### src/hdl/blg_pkg.sv
`timescale 1ns / 1ps
`default_nettype none

package blg_pkg;

    // history depth, 2..16
    localparam int unsigned WINDOW     = 5;

    localparam int unsigned VOLT_W     = 12;
    localparam int unsigned PCT_W      = 7;
    // widest segment span is 33 percent, so every quotient stays below 64
    localparam int unsigned SPAN_W     = 6;
    localparam int unsigned QUO_W      = SPAN_W;
    localparam int unsigned DEN_W      = VOLT_W;
    localparam int unsigned NUM_W      = DEN_W + QUO_W;
    localparam int unsigned SUM_W      = $clog2(WINDOW * 100 + 1);
    localparam int unsigned CFG_IDX_W  = 3;
    localparam int unsigned CFG_DATA_W = 12;

    localparam int unsigned MCNT_W     = $clog2(SPAN_W);
    localparam int unsigned DCNT_W     = $clog2(QUO_W);
    localparam int unsigned HCNT_W     = $clog2(WINDOW);

    localparam logic [MCNT_W-1:0] MUL_LAST  = MCNT_W'(SPAN_W - 1);
    localparam logic [DCNT_W-1:0] DIV_LAST  = DCNT_W'(QUO_W - 1);
    localparam logic [HCNT_W-1:0] HIST_LAST = HCNT_W'(WINDOW - 1);

    // floor(floor(sum / WINDOW) / 5) is floor(sum / (WINDOW * 5))
    localparam logic [DEN_W-1:0] AVG_DIV = DEN_W'(WINDOW * 5);

    localparam logic [VOLT_W-1:0] KNEE_FULL_RST    = 12'd2477;
    localparam logic [VOLT_W-1:0] KNEE_TQ_RST      = 12'd2400;
    localparam logic [VOLT_W-1:0] KNEE_HALF_RST    = 12'd2325;
    localparam logic [VOLT_W-1:0] KNEE_QUARTER_RST = 12'd2223;
    localparam logic [VOLT_W-1:0] KNEE_EMPTY_RST   = 12'd2146;

    localparam logic [VOLT_W-1:0] ALT_KNEE_FULL = 12'd2477;
    localparam logic [VOLT_W-1:0] ALT_KNEE_HIGH = 12'd2325;
    localparam logic [VOLT_W-1:0] ALT_KNEE_MID  = 12'd2223;
    localparam logic [VOLT_W-1:0] ALT_KNEE_LOW  = 12'd2146;

    localparam logic [PCT_W-1:0] PCT_FULL     = 7'd100;
    localparam logic [PCT_W-1:0] PCT_TQ       = 7'd75;
    localparam logic [PCT_W-1:0] PCT_HALF     = 7'd50;
    localparam logic [PCT_W-1:0] PCT_QUARTER  = 7'd25;
    localparam logic [PCT_W-1:0] PCT_EMPTY    = 7'd5;
    localparam logic [PCT_W-1:0] PCT_ALT_HIGH = 7'd68;
    localparam logic [PCT_W-1:0] PCT_ALT_MID  = 7'd35;
    localparam logic [PCT_W-1:0] PCT_ZERO     = 7'd0;

    typedef enum logic [CFG_IDX_W-1:0] {
        CFG_PROFILE      = 3'd0,
        CFG_KNEE_FULL    = 3'd1,
        CFG_KNEE_TQ      = 3'd2,
        CFG_KNEE_HALF    = 3'd3,
        CFG_KNEE_QUARTER = 3'd4,
        CFG_KNEE_EMPTY   = 3'd5
    } t_cfg_idx;

    typedef enum logic [2:0] {
        ST_IDLE,
        ST_SEL,
        ST_MUL,
        ST_DIV,
        ST_PUSH,
        ST_SUM,
        ST_AVG,
        ST_OUT
    } t_state;

    typedef struct packed {
        logic              start;
        logic [SPAN_W-1:0] a;
        logic [DEN_W-1:0]  b;
    } t_mul_req;

    typedef struct packed {
        logic             done;
        logic [NUM_W-1:0] prod;
    } t_mul_rsp;

    typedef struct packed {
        logic             start;
        logic [NUM_W-1:0] num;
        logic [DEN_W-1:0] den;
    } t_div_req;

    typedef struct packed {
        logic             done;
        logic [QUO_W-1:0] quo;
        logic             rem_nz;
    } t_div_rsp;

    typedef struct packed {
        logic             push;
        logic [PCT_W-1:0] pct;
    } t_hist_req;

    typedef struct packed {
        logic             done;
        logic [SUM_W-1:0] sum;
    } t_hist_rsp;

endpackage

`default_nettype wire

### src/hdl/blg_if.sv
`timescale 1ns / 1ps
`default_nettype none

interface blg_in_if;
    logic                       valid;
    logic                       ready;
    logic [blg_pkg::VOLT_W-1:0] voltage;

    modport source (output valid, output voltage, input ready);
    modport sink   (input valid, input voltage, output ready);
endinterface

interface blg_out_if;
    logic                      valid;
    logic                      ready;
    logic [blg_pkg::PCT_W-1:0] level;
    logic [blg_pkg::PCT_W-1:0] instant_level;

    modport source (output valid, output level, output instant_level, input ready);
    modport sink   (input valid, input level, input instant_level, output ready);
endinterface

interface blg_cfg_if;
    logic                           valid;
    logic                           ready;
    logic [blg_pkg::CFG_IDX_W-1:0]  index;
    logic [blg_pkg::CFG_DATA_W-1:0] data;

    modport source (output valid, output index, output data, input ready);
    modport sink   (input valid, input index, input data, output ready);
endinterface

`default_nettype wire

### src/hdl/battery_level_gauge.sv
`timescale 1ns / 1ps
`default_nettype none

// channel  | dir | handshake     | payload
// ---------+-----+---------------+------------------------------------------
// i_in     | in  | valid / ready | voltage (12 bit, 0.01 V)
// o_out    | out | valid / ready | level (7 bit), instant_level (7 bit)
// i_cfg    | in  | valid / ready | index (3 bit), data (12 bit)
//
// one item at a time; a sample above the top knee or at or below the bottom
// knee gives 100 or 0 percent straight away, any other is interpolated.
// the work falls to the 6-step bit-serial multiplier, the 6-step
// bit-serial divider (used once for the segment and once for the average)
// and a sweep over the whole history.
// i_rst_n is synchronous and active low; the knees return to their defaults.
// the result waits in an output register; a stall on o_out holds only the
// last step, and i_cfg is always ready.

module battery_level_gauge (
    input  wire         i_clk,
    input  wire         i_rst_n,
    blg_in_if.sink      i_in,
    blg_out_if.source   o_out,
    blg_cfg_if.sink     i_cfg
);

    blg_pkg::t_state r_state, n_state;

    logic                       r_profile;
    logic [blg_pkg::VOLT_W-1:0] r_knee_full, r_knee_tq, r_knee_half;
    logic [blg_pkg::VOLT_W-1:0] r_knee_quarter, r_knee_empty;

    logic [blg_pkg::VOLT_W-1:0] r_volt, n_volt;
    logic [blg_pkg::PCT_W-1:0]  r_hi, n_hi;
    logic [blg_pkg::DEN_W-1:0]  r_den, n_den;
    logic [blg_pkg::PCT_W-1:0]  r_inst, n_inst;
    logic                       r_out_valid, n_out_valid;
    logic [blg_pkg::PCT_W-1:0]  r_out_level, n_out_level;
    logic [blg_pkg::PCT_W-1:0]  r_out_inst, n_out_inst;

    logic                       sel_flat;
    logic [blg_pkg::PCT_W-1:0]  sel_pct;
    logic [blg_pkg::PCT_W-1:0]  sel_hi;
    logic [blg_pkg::PCT_W-1:0]  sel_lo_pct;
    logic [blg_pkg::VOLT_W-1:0] sel_up;
    logic [blg_pkg::VOLT_W-1:0] sel_low;
    logic [blg_pkg::SPAN_W-1:0] sel_span;
    logic [blg_pkg::DEN_W-1:0]  sel_d;
    logic [blg_pkg::DEN_W-1:0]  sel_s;

    blg_pkg::t_mul_req  mul_req;
    blg_pkg::t_mul_rsp  mul_rsp;
    blg_pkg::t_div_req  div_req;
    blg_pkg::t_div_rsp  div_rsp;
    blg_pkg::t_hist_req hist_req;
    blg_pkg::t_hist_rsp hist_rsp;

    blg_mul u_mul (
        .i_clk   (i_clk),
        .i_rst_n (i_rst_n),
        .i_req   (mul_req),
        .o_rsp   (mul_rsp)
    );

    blg_div u_div (
        .i_clk   (i_clk),
        .i_rst_n (i_rst_n),
        .i_req   (div_req),
        .o_rsp   (div_rsp)
    );

    blg_hist u_hist (
        .i_clk   (i_clk),
        .i_rst_n (i_rst_n),
        .i_req   (hist_req),
        .o_rsp   (hist_rsp)
    );

    // configuration
    assign i_cfg.ready = 1'b1;

    always_ff @(posedge i_clk) begin
        if (!i_rst_n) begin
            r_profile      <= 1'b0;
            r_knee_full    <= blg_pkg::KNEE_FULL_RST;
            r_knee_tq      <= blg_pkg::KNEE_TQ_RST;
            r_knee_half    <= blg_pkg::KNEE_HALF_RST;
            r_knee_quarter <= blg_pkg::KNEE_QUARTER_RST;
            r_knee_empty   <= blg_pkg::KNEE_EMPTY_RST;
        end else if (i_cfg.valid) begin
            case (i_cfg.index)
                blg_pkg::CFG_PROFILE:      r_profile      <= i_cfg.data[0];
                blg_pkg::CFG_KNEE_FULL:    r_knee_full    <= i_cfg.data;
                blg_pkg::CFG_KNEE_TQ:      r_knee_tq      <= i_cfg.data;
                blg_pkg::CFG_KNEE_HALF:    r_knee_half    <= i_cfg.data;
                blg_pkg::CFG_KNEE_QUARTER: r_knee_quarter <= i_cfg.data;
                blg_pkg::CFG_KNEE_EMPTY:   r_knee_empty   <= i_cfg.data;
                default: ;
            endcase
        end
    end

    // segment choice: first knee from the top that the sample lies above
    always_comb begin
        sel_flat   = 1'b1;
        sel_pct    = blg_pkg::PCT_ZERO;
        sel_hi     = blg_pkg::PCT_ZERO;
        sel_lo_pct = blg_pkg::PCT_ZERO;
        sel_up     = '0;
        sel_low    = '0;
        if (!r_profile) begin
            if (r_volt > r_knee_full) begin
                sel_pct = blg_pkg::PCT_FULL;
            end else if (r_volt > r_knee_tq) begin
                sel_flat   = 1'b0;
                sel_hi     = blg_pkg::PCT_FULL;
                sel_lo_pct = blg_pkg::PCT_TQ;
                sel_up     = r_knee_full;
                sel_low    = r_knee_tq;
            end else if (r_volt > r_knee_half) begin
                sel_flat   = 1'b0;
                sel_hi     = blg_pkg::PCT_TQ;
                sel_lo_pct = blg_pkg::PCT_HALF;
                sel_up     = r_knee_tq;
                sel_low    = r_knee_half;
            end else if (r_volt > r_knee_quarter) begin
                sel_flat   = 1'b0;
                sel_hi     = blg_pkg::PCT_HALF;
                sel_lo_pct = blg_pkg::PCT_QUARTER;
                sel_up     = r_knee_half;
                sel_low    = r_knee_quarter;
            end else if (r_volt > r_knee_empty) begin
                sel_flat   = 1'b0;
                sel_hi     = blg_pkg::PCT_QUARTER;
                sel_lo_pct = blg_pkg::PCT_EMPTY;
                sel_up     = r_knee_quarter;
                sel_low    = r_knee_empty;
            end
        end else begin
            if (r_volt > blg_pkg::ALT_KNEE_FULL) begin
                sel_pct = blg_pkg::PCT_FULL;
            end else if (r_volt > blg_pkg::ALT_KNEE_HIGH) begin
                sel_flat   = 1'b0;
                sel_hi     = blg_pkg::PCT_FULL;
                sel_lo_pct = blg_pkg::PCT_ALT_HIGH;
                sel_up     = blg_pkg::ALT_KNEE_FULL;
                sel_low    = blg_pkg::ALT_KNEE_HIGH;
            end else if (r_volt > blg_pkg::ALT_KNEE_MID) begin
                sel_flat   = 1'b0;
                sel_hi     = blg_pkg::PCT_ALT_HIGH;
                sel_lo_pct = blg_pkg::PCT_ALT_MID;
                sel_up     = blg_pkg::ALT_KNEE_HIGH;
                sel_low    = blg_pkg::ALT_KNEE_MID;
            end else if (r_volt > blg_pkg::ALT_KNEE_LOW) begin
                sel_flat   = 1'b0;
                sel_hi     = blg_pkg::PCT_ALT_MID;
                sel_lo_pct = blg_pkg::PCT_EMPTY;
                sel_up     = blg_pkg::ALT_KNEE_MID;
                sel_low    = blg_pkg::ALT_KNEE_LOW;
            end
        end
    end

    assign sel_span = blg_pkg::SPAN_W'(sel_hi - sel_lo_pct);
    assign sel_d    = sel_up - r_volt;
    assign sel_s    = sel_up - sel_low;

    // hi - ceil(span * d / s) equals floor((hi * s - span * d) / s)
    always_comb begin
        n_state     = r_state;
        n_volt      = r_volt;
        n_hi        = r_hi;
        n_den       = r_den;
        n_inst      = r_inst;
        n_out_valid = r_out_valid && !o_out.ready;
        n_out_level = r_out_level;
        n_out_inst  = r_out_inst;
        mul_req     = '{start: 1'b0, a: sel_span, b: sel_d};
        div_req     = '{start: 1'b0, num: mul_rsp.prod, den: r_den};
        hist_req    = '{push: 1'b0, pct: r_inst};
        case (r_state)
            blg_pkg::ST_IDLE: begin
                if (i_in.valid) begin
                    n_volt  = i_in.voltage;
                    n_state = blg_pkg::ST_SEL;
                end
            end
            blg_pkg::ST_SEL: begin
                if (sel_flat) begin
                    n_inst  = sel_pct;
                    n_state = blg_pkg::ST_PUSH;
                end else begin
                    mul_req.start = 1'b1;
                    n_hi          = sel_hi;
                    n_den         = sel_s;
                    n_state       = blg_pkg::ST_MUL;
                end
            end
            blg_pkg::ST_MUL: begin
                if (mul_rsp.done) begin
                    div_req.start = 1'b1;
                    n_state       = blg_pkg::ST_DIV;
                end
            end
            blg_pkg::ST_DIV: begin
                if (div_rsp.done) begin
                    n_inst  = r_hi - blg_pkg::PCT_W'(div_rsp.quo)
                              - blg_pkg::PCT_W'(div_rsp.rem_nz);
                    n_state = blg_pkg::ST_PUSH;
                end
            end
            blg_pkg::ST_PUSH: begin
                hist_req.push = 1'b1;
                n_state       = blg_pkg::ST_SUM;
            end
            blg_pkg::ST_SUM: begin
                if (hist_rsp.done) begin
                    div_req.start = 1'b1;
                    div_req.num   = blg_pkg::NUM_W'(hist_rsp.sum);
                    div_req.den   = blg_pkg::AVG_DIV;
                    n_state       = blg_pkg::ST_AVG;
                end
            end
            blg_pkg::ST_AVG: begin
                if (div_rsp.done) begin
                    n_state = blg_pkg::ST_OUT;
                end
            end
            blg_pkg::ST_OUT: begin
                if (!r_out_valid || o_out.ready) begin
                    n_out_valid = 1'b1;
                    // quotient times five
                    n_out_level = blg_pkg::PCT_W'({div_rsp.quo, 2'b00})
                                  + blg_pkg::PCT_W'(div_rsp.quo);
                    n_out_inst  = r_inst;
                    n_state     = blg_pkg::ST_IDLE;
                end
            end
            default: begin
                n_state = blg_pkg::ST_IDLE;
            end
        endcase
    end

    always_ff @(posedge i_clk) begin
        if (!i_rst_n) begin
            r_state     <= blg_pkg::ST_IDLE;
            r_out_valid <= 1'b0;
        end else begin
            r_state     <= n_state;
            r_out_valid <= n_out_valid;
        end
    end

    always_ff @(posedge i_clk) begin
        r_volt      <= n_volt;
        r_hi        <= n_hi;
        r_den       <= n_den;
        r_inst      <= n_inst;
        r_out_level <= n_out_level;
        r_out_inst  <= n_out_inst;
    end

    assign i_in.ready          = (r_state == blg_pkg::ST_IDLE);
    assign o_out.valid         = r_out_valid;
    assign o_out.level         = r_out_level;
    assign o_out.instant_level = r_out_inst;

endmodule

`default_nettype wire

### src/hdl/blg_mul.sv
`timescale 1ns / 1ps
`default_nettype none

module blg_mul (
    input  wire                   i_clk,
    input  wire                   i_rst_n,
    input  wire blg_pkg::t_mul_req i_req,
    output blg_pkg::t_mul_rsp     o_rsp
);

    logic [blg_pkg::NUM_W-1:0]  r_acc, n_acc;
    logic [blg_pkg::NUM_W-1:0]  r_mcand, n_mcand;
    logic [blg_pkg::SPAN_W-1:0] r_mplier, n_mplier;
    logic [blg_pkg::MCNT_W-1:0] r_cnt, n_cnt;
    logic                       r_busy, n_busy;
    logic                       r_done, n_done;

    // shift-and-add, one multiplier bit per cycle, lsb first
    always_comb begin
        n_acc    = r_acc;
        n_mcand  = r_mcand;
        n_mplier = r_mplier;
        n_cnt    = r_cnt;
        n_busy   = r_busy;
        n_done   = 1'b0;
        if (i_req.start) begin
            n_acc    = '0;
            n_mcand  = blg_pkg::NUM_W'(i_req.b);
            n_mplier = i_req.a;
            n_cnt    = '0;
            n_busy   = 1'b1;
        end else if (r_busy) begin
            if (r_mplier[0]) begin
                n_acc = r_acc + r_mcand;
            end
            n_mcand  = r_mcand << 1;
            n_mplier = r_mplier >> 1;
            n_cnt    = r_cnt + 1'b1;
            if (r_cnt == blg_pkg::MUL_LAST) begin
                n_busy = 1'b0;
                n_done = 1'b1;
            end
        end
    end

    always_ff @(posedge i_clk) begin
        if (!i_rst_n) begin
            r_busy <= 1'b0;
            r_done <= 1'b0;
        end else begin
            r_busy <= n_busy;
            r_done <= n_done;
        end
    end

    always_ff @(posedge i_clk) begin
        r_acc    <= n_acc;
        r_mcand  <= n_mcand;
        r_mplier <= n_mplier;
        r_cnt    <= n_cnt;
    end

    assign o_rsp.done = r_done;
    assign o_rsp.prod = r_acc;

endmodule

`default_nettype wire

### src/hdl/blg_div.sv
`timescale 1ns / 1ps
`default_nettype none

module blg_div (
    input  wire                   i_clk,
    input  wire                   i_rst_n,
    input  wire blg_pkg::t_div_req i_req,
    output blg_pkg::t_div_rsp     o_rsp
);

    logic [blg_pkg::DEN_W-1:0]  r_rem, n_rem;
    logic [blg_pkg::QUO_W-1:0]  r_lo, n_lo;
    logic [blg_pkg::QUO_W-1:0]  r_quo, n_quo;
    logic [blg_pkg::DEN_W-1:0]  r_den, n_den;
    logic [blg_pkg::DCNT_W-1:0] r_cnt, n_cnt;
    logic                       r_busy, n_busy;
    logic                       r_done, n_done;
    logic [blg_pkg::DEN_W:0]    trial;
    logic                       fits;

    // restoring division, one quotient bit per cycle; the upper part of the
    // dividend is always below the divisor, so only QUO_W steps are needed
    assign trial = {r_rem, r_lo[blg_pkg::QUO_W-1]};
    assign fits  = (trial >= {1'b0, r_den});

    always_comb begin
        n_rem  = r_rem;
        n_lo   = r_lo;
        n_quo  = r_quo;
        n_den  = r_den;
        n_cnt  = r_cnt;
        n_busy = r_busy;
        n_done = 1'b0;
        if (i_req.start) begin
            n_rem  = i_req.num[blg_pkg::NUM_W-1:blg_pkg::QUO_W];
            n_lo   = i_req.num[blg_pkg::QUO_W-1:0];
            n_quo  = '0;
            n_den  = i_req.den;
            n_cnt  = '0;
            n_busy = 1'b1;
        end else if (r_busy) begin
            if (fits) begin
                n_rem = blg_pkg::DEN_W'(trial - {1'b0, r_den});
            end else begin
                n_rem = trial[blg_pkg::DEN_W-1:0];
            end
            n_lo  = r_lo << 1;
            n_quo = {r_quo[blg_pkg::QUO_W-2:0], fits};
            n_cnt = r_cnt + 1'b1;
            if (r_cnt == blg_pkg::DIV_LAST) begin
                n_busy = 1'b0;
                n_done = 1'b1;
            end
        end
    end

    always_ff @(posedge i_clk) begin
        if (!i_rst_n) begin
            r_busy <= 1'b0;
            r_done <= 1'b0;
        end else begin
            r_busy <= n_busy;
            r_done <= n_done;
        end
    end

    always_ff @(posedge i_clk) begin
        r_rem <= n_rem;
        r_lo  <= n_lo;
        r_quo <= n_quo;
        r_den <= n_den;
        r_cnt <= n_cnt;
    end

    assign o_rsp.done   = r_done;
    assign o_rsp.quo    = r_quo;
    assign o_rsp.rem_nz = |r_rem;

endmodule

`default_nettype wire

### src/hdl/blg_hist.sv
`timescale 1ns / 1ps
`default_nettype none

module blg_hist (
    input  wire                    i_clk,
    input  wire                    i_rst_n,
    input  wire blg_pkg::t_hist_req i_req,
    output blg_pkg::t_hist_rsp     o_rsp
);

    logic [blg_pkg::PCT_W-1:0]  r_hist [blg_pkg::WINDOW];
    logic [blg_pkg::PCT_W-1:0]  n_hist [blg_pkg::WINDOW];
    logic                       r_primed, n_primed;
    logic [blg_pkg::SUM_W-1:0]  r_sum, n_sum;
    logic [blg_pkg::HCNT_W-1:0] r_cnt, n_cnt;
    logic                       r_busy, n_busy;
    logic                       r_done, n_done;

    // after a push the window rotates once round, adding one entry a cycle
    always_comb begin
        n_hist   = r_hist;
        n_primed = r_primed;
        n_sum    = r_sum;
        n_cnt    = r_cnt;
        n_busy   = r_busy;
        n_done   = 1'b0;
        if (i_req.push) begin
            // first item fills the whole window
            for (int i = 0; i < blg_pkg::WINDOW - 1; i++) begin
                n_hist[i] = r_primed ? r_hist[i + 1] : i_req.pct;
            end
            n_hist[blg_pkg::WINDOW - 1] = i_req.pct;
            n_primed = 1'b1;
            n_sum    = '0;
            n_cnt    = '0;
            n_busy   = 1'b1;
        end else if (r_busy) begin
            n_sum = r_sum + blg_pkg::SUM_W'(r_hist[0]);
            for (int i = 0; i < blg_pkg::WINDOW - 1; i++) begin
                n_hist[i] = r_hist[i + 1];
            end
            n_hist[blg_pkg::WINDOW - 1] = r_hist[0];
            n_cnt = r_cnt + 1'b1;
            if (r_cnt == blg_pkg::HIST_LAST) begin
                n_busy = 1'b0;
                n_done = 1'b1;
            end
        end
    end

    always_ff @(posedge i_clk) begin
        if (!i_rst_n) begin
            r_primed <= 1'b0;
            r_busy   <= 1'b0;
            r_done   <= 1'b0;
        end else begin
            r_primed <= n_primed;
            r_busy   <= n_busy;
            r_done   <= n_done;
        end
    end

    always_ff @(posedge i_clk) begin
        r_hist <= n_hist;
        r_sum  <= n_sum;
        r_cnt  <= n_cnt;
    end

    assign o_rsp.done = r_done;
    assign o_rsp.sum  = r_sum;

endmodule

`default_nettype wire

### src/flat_wrapper.sv
// flat-port wrapper written by rule: the top's interface ports become plain ports
module battery_level_gauge_flat 
  (i_clk, i_rst_n, i_in_valid, i_in_voltage, i_in_ready, o_out_valid, o_out_level, o_out_instant_level, o_out_ready, i_cfg_valid, i_cfg_index, i_cfg_data, i_cfg_ready);
  blg_in_if i_in_i ();
  blg_out_if o_out_i ();
  blg_cfg_if i_cfg_i ();
  input  wire i_clk;
  input  wire i_rst_n;
  input wire logic [$bits(i_in_i.valid)-1:0] i_in_valid;
  input wire logic [$bits(i_in_i.voltage)-1:0] i_in_voltage;
  output wire logic [$bits(i_in_i.ready)-1:0] i_in_ready;
  output wire logic [$bits(o_out_i.valid)-1:0] o_out_valid;
  output wire logic [$bits(o_out_i.level)-1:0] o_out_level;
  output wire logic [$bits(o_out_i.instant_level)-1:0] o_out_instant_level;
  input wire logic [$bits(o_out_i.ready)-1:0] o_out_ready;
  input wire logic [$bits(i_cfg_i.valid)-1:0] i_cfg_valid;
  input wire logic [$bits(i_cfg_i.index)-1:0] i_cfg_index;
  input wire logic [$bits(i_cfg_i.data)-1:0] i_cfg_data;
  output wire logic [$bits(i_cfg_i.ready)-1:0] i_cfg_ready;
  assign i_in_i.valid = i_in_valid;
  assign i_in_i.voltage = i_in_voltage;
  assign i_in_ready = i_in_i.ready;
  assign o_out_valid = o_out_i.valid;
  assign o_out_level = o_out_i.level;
  assign o_out_instant_level = o_out_i.instant_level;
  assign o_out_i.ready = o_out_ready;
  assign i_cfg_i.valid = i_cfg_valid;
  assign i_cfg_i.index = i_cfg_index;
  assign i_cfg_i.data = i_cfg_data;
  assign i_cfg_ready = i_cfg_i.ready;
  battery_level_gauge u_core (.i_clk(i_clk), .i_rst_n(i_rst_n), .i_in(i_in_i), .o_out(o_out_i), .i_cfg(i_cfg_i));
endmodule
### config.mk
export PLATFORM = sky130hd
export DESIGN_NAME = battery_level_gauge_flat
export DESIGN_NICKNAME = d
export VERILOG_FILES = /design/src/hdl/blg_pkg.sv /design/src/hdl/blg_if.sv /design/src/hdl/battery_level_gauge.sv /design/src/hdl/blg_mul.sv /design/src/hdl/blg_div.sv /design/src/hdl/blg_hist.sv /design/src/flat_wrapper.sv
export SDC_FILE = /design/constraint.sdc
export NUM_CORES = 1
export LEC_CHECK = 0
export ABC_AREA = 1
export BUFFER_PORTS_ARGS = -buffer_cell sky130_fd_sc_hd__buf_2
export CAP_MARGIN = 20
export CORE_MARGIN = 2
export CORE_UTILIZATION = 50
export DETAILED_ROUTE_END_ITERATION = 10
export HOLD_SLACK_MARGIN = 0.05
export PLACE_DENSITY = 0.66
export SETUP_SLACK_MARGIN = 0.15
export SYNTH_ARGS = -nofsm -noshare
export SYNTH_HDL_FRONTEND = slang
export SYNTH_SLANG_ARGS = --single-unit
### constraint.sdc
create_clock -name i_clk -period 5 [get_ports i_clk]
set_clock_uncertainty 0.2 [all_clocks]
set_input_delay 1 -clock i_clk [delete_from_list [all_inputs] [get_ports i_clk]]
set_output_delay 1 -clock i_clk [all_outputs]
set_load 0.02 [all_outputs]
; Word level (Yosys, flattened, before mapping)
; Index checks and enable logic that the tools add are counted.
[word_totals]
register_bits = 255
elab_cells = 213
[classes]
add_sub_neg = 12
n_lt_le_gt_ge = 10
n_eq_ne = 22
muxes = 100
bitwise = 5
reduce_logical = 26
[ops]
columns = operator, count
row1 = 2-to-1 mux 12 bit, 25
row2 = 2-to-1 mux 7 bit, 17
row3 = 2-to-1 mux 6 bit, 12
row4 = 2-to-1 mux 35 bit, 2
row5 = > comparator 12 bit, 5
row6 = "> comparator 12 bit, second input constant", 4
row7 = subtractor 12 bit, 3
row8 = 2-to-1 mux 31 bit, 1
row9 = 2-to-1 mux 30 bit, 1
row10 = 2-to-1 mux 1 bit, 28
row11 = "== test 3 bit, second input constant", 9
row12 = 2-to-1 mux 3 bit, 9
row13 = one-hot mux 3 bit (8 select lines), 1
row14 = AND reduction 2 bit, 10
row15 = adder 18 bit, 1
row16 = one-hot mux 7 bit (2 select lines), 1
row17 = greater-or-equal comparator 13 x 12 -> 1 bit, 1
row18 = "== test 3 x 2 -> 1 bit, second input constant", 4
row19 = OR reduction 12 bit, 1
row20 = 2-to-1 mux 5 bit, 2
row21 = "!= test 2 bit, second input constant", 5
row22 = "adder 3 x 1 -> 3 bit, second input constant", 3
row23 = adder 9 x 7 -> 9 bit, 1
row24 = OR reduction 3 bit, 3
row25 = 15 further kinds, 26

; Depth between registers and ports, before layout
; Gate-level depths: netlist (run 1).
[logic_depth]
ltp_word = 10
depth_mapped = 31
ltp_nobuf = 30

; Hierarchy
; A second synthesis (run 1) with hierarchy kept.
[hier_totals]
cells_unflattened = 2123
hier_area_um2 = 16786.1
[modules_own_cells]
columns = module, instances, cells_each, area_each_um2
row1 = battery_level_gauge, 1, 1161, 8967.4
row2 = blg_mul, 1, 397, 2851.5
row3 = blg_div, 1, 317, 2556.2
row4 = blg_hist, 1, 248, 2411.1

; Least setup slack after synthesis (run 1)
; OpenSTA, ideal clock, no wires.
[synth_path]
path_kind = flip-flop to flip-flop
from = reg u_core.r_volt[11] (netlist name)
to = reg u_core.r_den[10] (netlist name) (data pin)
arrival_time_ns = 3.648
required_time_ns = 4.542
setup_slack_ns = 0.894
stages_incl_launch_ff = 29
path_buffers = 1
path_cell_list = edfxtp_1 -> ha_1 -> nand2_1 -> inv_1 -> nand2_1 -> inv_1 -> nand2_1 -> nand3_1 -> nand2_2 -> inv_2 -> nor2_2 -> inv_2 -> buf_2 -> o221ai_1 -> a21oi_1 -> ha_1 -> fa_1 -> o21ai_0 -> nand2_1 -> nand2_1 -> a21oi_1 -> nor2_1 -> o21ai_0 -> nand2_1 -> nand2_1 -> nand2_1 -> nand2_1 -> nand2_1 -> xor2_1
[synth_via]
elab_chain_len = 8
word_cells_on_any_way = 30
classes_between = add/sub: 1 / order compare: 9 / mux: 20
[synth_lines]
columns = element, line_no
row1 = "start, declared", battery_level_gauge.sv:33  ; logic [blg_pkg::VOLT_W-1:0] r_volt, n_volt;
row2 = "start signal, assigned", battery_level_gauge.sv:256  ; r_volt <= n_volt;
row3 = > comparator 12 bit, battery_level_gauge.sv:132  ; end else if (r_volt > r_knee_empty) begin
row4 = 2-to-1 mux 12 bit, battery_level_gauge.sv:132
row5 = 2-to-1 mux 12 bit, battery_level_gauge.sv:126  ; end else if (r_volt > r_knee_quarter) begin
row6 = 2-to-1 mux 12 bit, battery_level_gauge.sv:120  ; end else if (r_volt > r_knee_half) begin
row7 = 2-to-1 mux 12 bit, battery_level_gauge.sv:114  ; end else if (r_volt > r_knee_tq) begin
row8 = 2-to-1 mux 12 bit, battery_level_gauge.sv:112  ; if (r_volt > r_knee_full) begin
row9 = 2-to-1 mux 12 bit, battery_level_gauge.sv:111  ; if (!r_profile) begin
row10 = subtractor 12 bit *, battery_level_gauge.sv:166  ; assign sel_s = sel_up - sel_low;
row11 = "via u_core.sel_s, one bit", battery_level_gauge.sv:49  ; logic [blg_pkg::DEN_W-1:0] sel_s;
row12 = "end signal, assigned", battery_level_gauge.sv:258  ; r_den <= n_den;
row13 = "end, declared", battery_level_gauge.sv:35  ; logic [blg_pkg::DEN_W-1:0] r_den, n_den;
; Mark *: on every way through the listed nets, which the timed path passes. The rest lies on a longest branch.
; A chain may end at the register's enable or synchronous reset.

; Worst setup path after layout (run 1)
[layout_path]
from = reg u_core.r_volt[0] (netlist name)
to = reg u_core.r_den[10] (netlist name) (data pin)
; The elaborated chain is that of the path after synthesis.

==> flow_summary.ini, run 1 <==
[cells_and_area]
layout-area-overhead-vs-synth_pct = 12.2
nets = 2160
layout-drive-gt1-share_pct = 11.1
diode_insertion_count_for_antenna_repair = 0
post_layout_instance_area_um2 = 17600

[timing]
timing_max_transition_violations_final = 0
tightestPinTransition_ns = 0.979
final_period_minus_worst_setup_slack_ns = 4.65
hold_slack_ns = 0.291
fin_tns_setup_ns = 0
hold_vio_cnt_final = 0
max_clock_freq_mhz = 215
finalSetupViolCount = 0
final.period_utilization_pct = 93.0
relSlewSlack_pct = 34.4
rsz0062_at_grt = yes

[clock_tree]
cts.sink_count = 255
clockBufferDepth = 3
cts_tree = yes
tritoncts.num_buffers = 29
number_of_buffers_inserted_for_hold_repair_after_clock_tree_synthesis = 0
cts.htree.levels = 1
insertion_delay_ns = 0.57
clkTransAtPathRegs_ns = 0.06
cts_root_buffer = clkbuf_16

[floorplanning]
die_y_um = 181
initial_core_util_pct = 51.1
fp.dieArea_um2 = 32900
rows = 64
i_o_pins = 49
fp.coreArea_um2 = 30700
floorplan.die.width_um = 181

[grt]
grt_pass1_wl_mm = 67.8
grt_max_degree = 64
antenna_found_initial = 0
first_global_vias = 13000
grt_usage_pct = 25.7
globalRoute.totalOverflow = 0

[routing]
wirelength_mm = 42.1
post-route-drc-count = 0
viasPerCell = 5.48
final_antenna_net_count = 0
initialDrtViolationCount = 955
detailroute.via_count = 13100
detailedRoute.firstPassIterationCount = 5
drt-wirelength-per-cell_um = 17.6

[yosys]
avg_cell_area_syn_um2 = 8.27
synthesis_stage_register_bit_count = 255
async_reset_ff_share_pct = 0
syn_nets = 2086
syn_inst = 1902
synth_sequential_area_ratio_pct = 41.1
syn_area_um2 = 15700
dominantRegCellSynth = edfxtp_1
distinct_cell_type_count_of_the_synthesized_netlist = 56
synth_warnings = 0
synth_enable_flop_cells = 135

[worst_setup_path]
slowest_delay_ns = 0.53
critical-path-top-cell-by-count = nand2_1
worst_setup_start_kind = flip-flop
path_buf_inv = 2
cpLargestDelayFamily = compound AO/OA/AOI/OAI gates
arrival_worst_endpoint_ns = 4.77
worst_path_max_delay_cell = edfxtp_1
endpoint_kind = flip-flop
cp.required_ns = 5.12
critical_path_class = flip-flop to flip-flop
cp_max_fo = 11

[placed_design]
placement.cell_area_um2 = 16400
gp_routability_congestion = 0.966
port_buffers = 47
hpwl_mm = 32.5

[hold_path]
min-delay-path-class = flip-flop to flip-flop

[pwr]
vdd_ir_drop_max_v = 0.000319
power_density_nw_per_um2 = 609
power_leakage_uw = 0.00822

[run_status]
outcome = completed

[job]
max_cap_viol_count = 0
[logic make-up (layout without fill, tap and decap cells)]
kind of cell	count (synthesis)	after routing	share of synthesized area, %
simple gates	618	618	16.6
fa+ha+maj	152	152	12.5
flops	255	255	41.1
compound gates	470	470	18.2
buf+inv	358	454	8.93
other cells	1	1	0.0239
xor+xnor	48	48	2.67
[path summary, 6_finish.rpt]
check,from,end,slack (ns),depth (start not counted)
hold / removal,u_core.u_div.r_cnt[2],u_core.u_div.r_cnt[2],0.29,2
setup / recovery,u_core.r_volt[0],u_core.r_den[10],0.35,25
hold reg to reg,u_core.u_div.r_cnt[2],u_core.u_div.r_cnt[2],0.29,2
setup reg to reg,u_core.r_volt[0],u_core.r_den[10],0.35,25
[cell usage in the layout (no fill, tap or decap), types with 11 or more instances in the layout]
cell type / count
nand3_1: 51
nor2_1: 116
o221ai_1: 19
nand2_1: 373
dfxtp_1: 120
o22ai_1: 12
nor3_1: 16
edfxtp_1: 135
a21oi_1: 148
inv_2: 11
o211ai_1: 38
buf_4: 44
inv_1: 294
o21ai_2: 13
clkbuf_16: 29
nand4_1: 13
o21ai_0: 150
ha_1: 143
or2_2: 13
xor2_1: 29
buf_2: 47
o21ai_1: 13
xnor2_1: 19
[sequential cells by signal, indices dropped and copies added (netlist names), 7 cells and up]
register	cells
u_core.o_out.instant_level	7
u_core.o_out.level	7
u_core.r_den	12
u_core.r_hi	7
u_core.r_inst	7
u_core.r_knee_empty	12
u_core.r_knee_full	12
u_core.r_knee_half	12
u_core.r_knee_quarter	12
u_core.r_knee_tq	12
u_core.r_volt	12
u_core.u_div.r_den	12
u_core.u_div.r_rem	12
u_core.u_hist.r_hist	35
u_core.u_hist.r_sum	9
u_core.u_mul.r_acc	18
u_core.u_mul.r_mcand	18
[repair_timing]
item | 4_1_cts | 5_1_grt
endpoints found under the setup margin | 0 | 8
buffers inserted | 0 | 16
gates resized for setup | 0 | 17
[worst min-delay path, cell delays in order (launching register included)]
cell     delay (ns)
dfxtp_1        0.32
nand2_1        0.07
a21oi_1        0.05
[layer usage]
layer  part of all wire (%)  global-route usage, %  up-vias
met5                      0                      0        -
met4                    3.4                   8.42        0
met3                    4.2                   2.78       91
met2                     49                   46.1      330
met1                     43                   32.4     6126
li1                       -                      -     6582
[metrics by stage]
step | instances | setup slack (ns) | utilization, % | total power (uW)
global placement | 2324 | 0.319 | 53.4 | 8200
CTS | 2377 | 0.236 | 56.7 | 10600
floorplan | 1902 | 0.894 | - | 7050
global route | 2394 | 0.0941 | 57.4 | 11600
detailed placement | 2324 | 0.262 | 53.4 | 8310
finish | 2394 | 0.351 | 57.4 | 10700
[synth_stat cells (all sizes together) (3+ instances only)]
cell type | n | area, um^2
a211oi | 3 | 22.5
a21boi | 4 | 33.8
a21o | 8 | 60.1
a21oi | 156 | 800
a221oi | 10 | 87.6
a31oi | 8 | 50.1
and2 | 3 | 18.8
and3 | 3 | 18.8
buf | 15 | 116
clkbuf | 33 | 124
clkinv | 4 | 15.0
dfxtp | 120 | 2400
edfxtp | 135 | 4050
fa | 9 | 180
ha | 143 | 1790
inv | 306 | 1150
nand2 | 380 | 1440
nand3 | 52 | 273
nand4 | 13 | 81.3
nor2 | 123 | 494
nor3 | 23 | 145
nor4 | 6 | 37.5
o211ai | 46 | 385
o21a | 5 | 37.5
o21ai | 176 | 930
o21bai | 8 | 60.1
o221ai | 22 | 205
o22ai | 12 | 75.1
o31ai | 4 | 30.0
or2 | 13 | 81.3
xnor2 | 19 | 166
xor2 | 29 | 254
[where the power goes]
part	internal, uW	switching [uW]
clock	1430	868
combinational	1880	3140
sequential	3030	397
[final cells by class]
class / count / area (um^2)
clock buffer: 35 / 752
clock inverter: 18 / 279
fill: 2830 / 13100
inverter: 310 / 1170
multi-input combinational: 1289 / 7920
sequential: 255 / 6460
tap: 396 / 495
timing repair buffer: 91 / 566
Note: power is estimated with default switching activity, not from simulation.
==> run 2, diff against run 1 <==
--- a/config.mk
+++ b/config.mk
@@ -9,4 +9,5 @@
 export BUFFER_PORTS_ARGS = -buffer_cell sky130_fd_sc_hd__buf_2
 export CAP_MARGIN = 20
+export CORE_ASPECT_RATIO = 1.2
 export CORE_MARGIN = 2
 export CORE_UTILIZATION = 50
==> constraint.sdc (replaced) <==
create_clock -name i_clk -period 5 [get_ports i_clk]
set_clock_uncertainty 0.2 [all_clocks]
set_input_delay 0.5 -clock i_clk [delete_from_list [all_inputs] [get_ports i_clk]]
set_output_delay 0.5 -clock i_clk [all_outputs]
set_load 0.02 [all_outputs]
==> run 2 against run 1 <==
Hold slack got worse by 0.21 ns. Routed wire length rose by 1.0%. Die area hardly changed. Combinational power barely moved. Sequential share of layout area shrank 0.19 points. Cell count increased by 1.5%. Critical path type unchanged.
==> flow_summary.ini, run 2 (synthesis gave the netlist of run 1 again) <==
[timing]
relSlewSlack_pct = 39.5
timing_max_transition_violations_final = 0
fin_tns_setup_ns = 0
final.period_utilization_pct = 91.6
hold_vio_cnt_final = 0
rsz0062_at_grt = yes
final_period_minus_worst_setup_slack_ns = 4.58
fin_worst_setup_slack_ns = 0.422
max_clock_freq_mhz = 218
finalSetupViolCount = 0
tightestPinTransition_ns = 0.906

[job]
max_cap_viol_count = 0

[worst_setup_path]
cpLargestDelayFamily = simple AND/OR/NAND/NOR gates
worstRegToRegCells = 27
worst_setup_start_kind = flip-flop
cp_max_fo = 16
critical-path-top-cell-by-count = nand2_1
endpoint_kind = flip-flop
worst_path_max_delay_cell = edfxtp_1
worstReg2RegStart = u_core.r_volt[9]
arrival_worst_endpoint_ns = 4.68
worstReg2RegEnd = u_core.r_den[10]
cp.required_ns = 5.10
path_buf_inv = 3
critical_path_class = flip-flop to flip-flop
slowest_delay_ns = 0.46
timing.reg2reg.setup_slack_ns = 0.42

[routing]
drt-wirelength-per-cell_um = 17.5
viasPerCell = 5.41
initialDrtViolationCount = 930
post-route-drc-count = 0
detailroute.via_count = 13100
final_antenna_net_count = 0
wirelength_mm = 42.5
detailedRoute.firstPassIterationCount = 6

[placed_design]
post-place-ws_ns = 0.176
placement.cell_area_um2 = 16500
hpwl_mm = 33.2
gp_routability_congestion = 0.989
port_buffers = 47

[clock_tree]
cts.htree.levels = 1
clkTransAtPathRegs_ns = 0.06
insertion_delay_ns = 0.57
cts_root_buffer = clkbuf_16
clockBufferDepth = 3
cts.sink_count = 255
cts_tree = yes
tritoncts.num_buffers = 28

[cells_and_area]
mostFrequentLayoutCell = nand2_1
largest_registers = u_core.u_hist.r_hist (35), u_core.u_mul.r_acc (18), u_core.u_mul.r_mcand (18)
flip_flop_count_of_the_largest_register_all_copies_and_words_added = 35
regMostFlops = u_core.u_hist.r_hist
post_layout_instance_area_um2 = 17700
layout-area-overhead-vs-synth_pct = 12.8
final_cell_mix = nand2_1 (372), inv_1 (294), a21oi_1 (151), o21ai_0 (151), ha_1 (143)
final.fill_count = 2831
nets = 2188
layout-drive-gt1-share_pct = 11.0

[pwr]
vdd_ir_drop_max_v = 0.000327
power_leakage_uw = 0.00826
power_density_nw_per_um2 = 588

[grt]
grt_max_degree = 64
globalRoute.totalOverflow = 0
grt_usage_pct = 25.7
grt_pass1_wl_mm = 67.3
antenna_found_initial = 2
first_global_vias = 12800

[floorplanning]
initial_core_util_pct = 50.4
fp.dieArea_um2 = 32900
i_o_pins = 49
floorplan.die.width_um = 166
rows = 71
die_y_um = 198
fp.coreArea_um2 = 31200

[hold_path]
min-delay-path-class = input pin to flip-flop
holdPathStages = 4
hold_end = u_core.o_out.valid
min_from = o_out_ready

[run_status]
outcome = completed
==> run 2: changes by cell type in the layout (fill, tap and decap cells not counted), moves of 3 or more <==
cell,change
bufinv_16,-6
buf_4,+8
a21oi_1,+3
a21oi_2,-3
clkinv_1,-3
clkbuf_1,+3
dlygate4sd3_1,+21
==> run 2: area by class of cell <==
type	count	area, um^2	share of cell area, %
clock inverter	15	140	0.790
inverter	310	1170	6.61
sequential	255	6460	36.4
clock buffer	37	744	4.20
antenna	2	5.00	0.0282
multi-input combinational	1289	7870	44.4
timing repair buffer	120	836	4.71
tap	401	502	2.83
==> run 2: how the worst max path moves through the flow <==
stage | from | cells past startpoint | endpoint | slack (ns)
final | u_core.r_volt[9] | 27 | u_core.r_den[10] | 0.42
after global routing | u_core.r_volt[11] | 28 | u_core.r_den[10] | 0.05
after CTS | u_core.r_volt[11] | 22 | u_core.u_mul.r_mcand[9] | 0.17
after detailed placement | u_core.r_volt[11] | 22 | u_core.u_mul.r_mcand[9] | 0.18
after global placement | u_core.r_volt[11] | 25 | u_core.r_den[10] | 0.26
after floorplan | u_core.r_volt[11] | 28 | u_core.r_den[10] | 0.89
==> run 2: repair_timing <==
| item | in CTS | in global routing |
|---|---|---|
| endpoints found under the hold margin | 27 | 0 |
| hold buffers | 21 | 0 |
| gates resized for setup | 0 | 8 |
| endpoints found under the setup margin | 0 | 9 |
| setup buffers | 0 | 20 |
==> run 2: stage by stage <==
| stage | power [uW] | hold WS [ns] | instances | util [%] |
|---|---|---|---|---|
| after floorplan | 7050 | 0.237 | 1902 | - |
| after global placement | 8250 | 0.272 | 2333 | 52.8 |
| after detailed placement | 8340 | 0.280 | 2333 | 52.8 |
| after CTS | 10400 | 0.0619 | 2406 | 56.3 |
| after global routing | 11300 | 0.0704 | 2429 | 56.9 |
| final | 10400 | 0.0828 | 2429 | 56.9 |
==> run 2: per-layer routing <==
layer / vias up / global-route usage, % / routed length, um
li1: 6627 / - / -
met1: 6057 / 29.2 / 16900
met4: 0 / 12.9 / 2280
met3: 121 / 2.96 / 1750
met5: - / 0 / 0
met2: 340 / 47.6 / 21600
==> run 2: worst min-delay path, stage by stage <==
cell and delay, ns:
buf_2 0.08, nor2_1 0.05, inv_1 0.08, a21oi_1 0.08
==> run 2: where the power goes <==
part,total [uW],internal (uW),switching (uW)
clock,1980,1110,870
sequential,3400,3030,373
combinational,5050,1890,3160
==> run 3, diff against run 2 <==
- MAX_ROUTING_LAYER: default -> met4
==> run 3 against run 2 <==
Worst setup slack got worse by 0.097 ns. Global-route usage rose by 1.3 points. Combinational power rose by 2%. Critical path depth fell by 6. Critical endpoint is now u_core.u_mul.r_mcand[10]. Largest cell class unchanged.
==> flow_summary.ini, run 3 (synthesis gave the netlist of run 1 again) <==
[run_status]
outcome = completed

[floorplanning]
floorplan.die.width_um = 166
fp.coreArea_um2 = 31200
fp.dieArea_um2 = 32900
initial_core_util_pct = 50.4
rows = 71
i_o_pins = 49
die_y_um = 198

[routing]
initialDrtViolationCount = 844
post-route-drc-count = 0
viasPerCell = 5.50
wirelength_mm = 43.7
detailroute.via_count = 13400
final_antenna_net_count = 0
detailedRoute.firstPassIterationCount = 5
drt-wirelength-per-cell_um = 18.0

[cells_and_area]
diode_insertion_count_for_antenna_repair = 0
mostFrequentLayoutCell = nand2_1
nets = 2196
layout-drive-gt1-share_pct = 11.0
largest_registers = u_core.u_hist.r_hist (35), u_core.u_mul.r_acc (18), u_core.u_mul.r_mcand (18)
final_cell_mix = nand2_1 (372), inv_1 (294), a21oi_1 (152), o21ai_0 (151), ha_1 (143)
final.fill_count = 2907
layout-area-overhead-vs-synth_pct = 13.2
fin_util_pct = 57.1
flip_flop_count_of_the_largest_register_all_copies_and_words_added = 35
regMostFlops = u_core.u_hist.r_hist
fin_cells = 2434

[worst_setup_path]
cpLargestDelayFamily = compound AO/OA/AOI/OAI gates
worst_setup_start_kind = flip-flop
endpoint_kind = flip-flop
slowest_delay_ns = 0.51
cp.required_ns = 5.10
crit_chain = ha_1 > nand2_1 > nor2_1 > nand2_1 > a21oi_1 > nor2_1 > nor2_2 > nand2_2 > buf_4 > o221ai_1 > o221ai_1 > a21oi_1 > ha_1 > a21oi_1 > o21ai_0 > a21oi_1 > nor2_1 > o21ai_0 > nand2_1 > xnor2_1 > o21ai_2
worst_path_max_delay_cell = edfxtp_1
critical_path_class = flip-flop to flip-flop
critical-path-top-cell-by-count = a21oi_1
worstReg2RegStart = u_core.r_volt[11]
path_buf_inv = 1
arrival_worst_endpoint_ns = 4.77
cp_max_fo = 9
worst_setup_path_startpoint = u_core.r_volt[11]

[pwr]
p_int_uw = 6100
seq_power_share_pct = 32.2
post_layout_power_uw = 10500
switchingPower_uw = 4420
power_frac_comb_pct = 48.9
power_density_nw_per_um2 = 592
power_frac_clock_pct = 18.8
switching_share_pct = 42.0
power_leakage_uw = 0.00830
vdd_ir_drop_max_v = 0.000346

[grt]
grt_pass1_wl_mm = 68.4
grt_max_degree = 61
first_global_vias = 13000
globalRoute.totalOverflow = 0
antenna_found_initial = 0
grt_usage_pct = 27.0

[hold_path]
min-delay-path-class = input pin to flip-flop
min_from = i_cfg_index[1]

[placed_design]
hpwl_mm = 34.1
gp_routability_congestion = 1.01
port_buffers = 47
numPlacedInstances = 2347

[timing]
max_clock_freq_mhz = 214
rsz0062_at_grt = no
timing_max_transition_violations_final = 0
relSlewSlack_pct = 39.0
fin_tns_setup_ns = 0
final_period_minus_worst_setup_slack_ns = 4.68
tightestPinTransition_ns = 0.914
final.period_utilization_pct = 93.5
hold_vio_cnt_final = 0
finalSetupViolCount = 0

[job]
max_cap_viol_count = 0

[clock_tree]
cts.sink_count = 255
clockBufferDepth = 3
tritoncts.num_buffers = 27
cts_root_buffer = clkbuf_16
clkTransAtPathRegs_ns = 0.07
cts.htree.levels = 1
cts_tree = yes
insertion_delay_ns = 0.57
==> run 3: through the flow <==
step	hold slack, ns	worst slack, ns	area (um^2)
floorplan	0.237	0.894	15700
global placement	0.269	0.313	16600
detailed placement	0.276	0.216	16600
CTS	0.0505	0.196	17700
global route	0.0933	0.100	17800
finish	0.0735	0.325	17800
==> run 3: path summary, 6_finish.rpt <==
check / to / slack (ns) / cells after the start
worst min register to register: u_core.u_div.r_cnt[2] / 0.29 / 2
worst min-delay path: u_core.r_profile / 0.07 / 4
worst max register to register: u_core.u_mul.r_mcand[10] / 0.32 / 21
worst max-delay path: u_core.u_mul.r_mcand[10] / 0.32 / 21
==> run 3: repair_timing <==
item	4_1_cts	5_1_grt
hold endpoints to repair	29	0
hold buffers	23	0
gates resized for setup	0	9
setup buffers	0	13
setup endpoints to repair	0	9
==> run 3: layout make-up <==
type | instances | area (um^2) | area share [%]
clock buffers | 35 | 716 | 4.02
flip-flops and latches | 255 | 6460 | 36.3
repair buffers | 129 | 921 | 5.18
inverters | 310 | 1170 | 6.56
clock inverters | 15 | 144 | 0.809
well taps | 401 | 502 | 2.82
multi-input cells | 1289 | 7890 | 44.3
==> run 3: worst register-to-register path: stages, from the launching register on <==
cell and delay [ns]:
edfxtp_1 0.51, ha_1 0.36, nand2_1 0.07, nor2_1 0.31, nand2_1 0.13, a21oi_1 0.15
nor2_1 0.07, nor2_2 0.18, nand2_2 0.17, buf_4 0.21, o221ai_1 0.15, o221ai_1 0.19
a21oi_1 0.31, ha_1 0.34, a21oi_1 0.24, o21ai_0 0.10, a21oi_1 0.20, nor2_1 0.06
o21ai_0 0.14, nand2_1 0.08, xnor2_1 0.17, o21ai_2 0.06
==> run 3: power by group through the flow <==
| stage | clock (uW) | sequential [uW] | combinational, uW |
|---|---|---|---|
| after detailed placement | 0 | 3440 | 5020 |
| after floorplan | 0 | 3290 | 3770 |
| after CTS | 2020 | 3400 | 5060 |
| after global placement | 0 | 3420 | 4920 |
| after global routing | 2100 | 3450 | 5830 |
| final | 1980 | 3390 | 5150 |
==> run 3: metal layers <==
layer | global-route usage [%] | share of wire [%] | vias up
met2 | 49.5 | 51 | 301
met1 | 29.9 | 40 | 6317
met3 | 2.48 | 3.2 | 113
met4 | 11.9 | 5.0 | 0
met5 | - | 0 | -
li1 | - | - | 6654
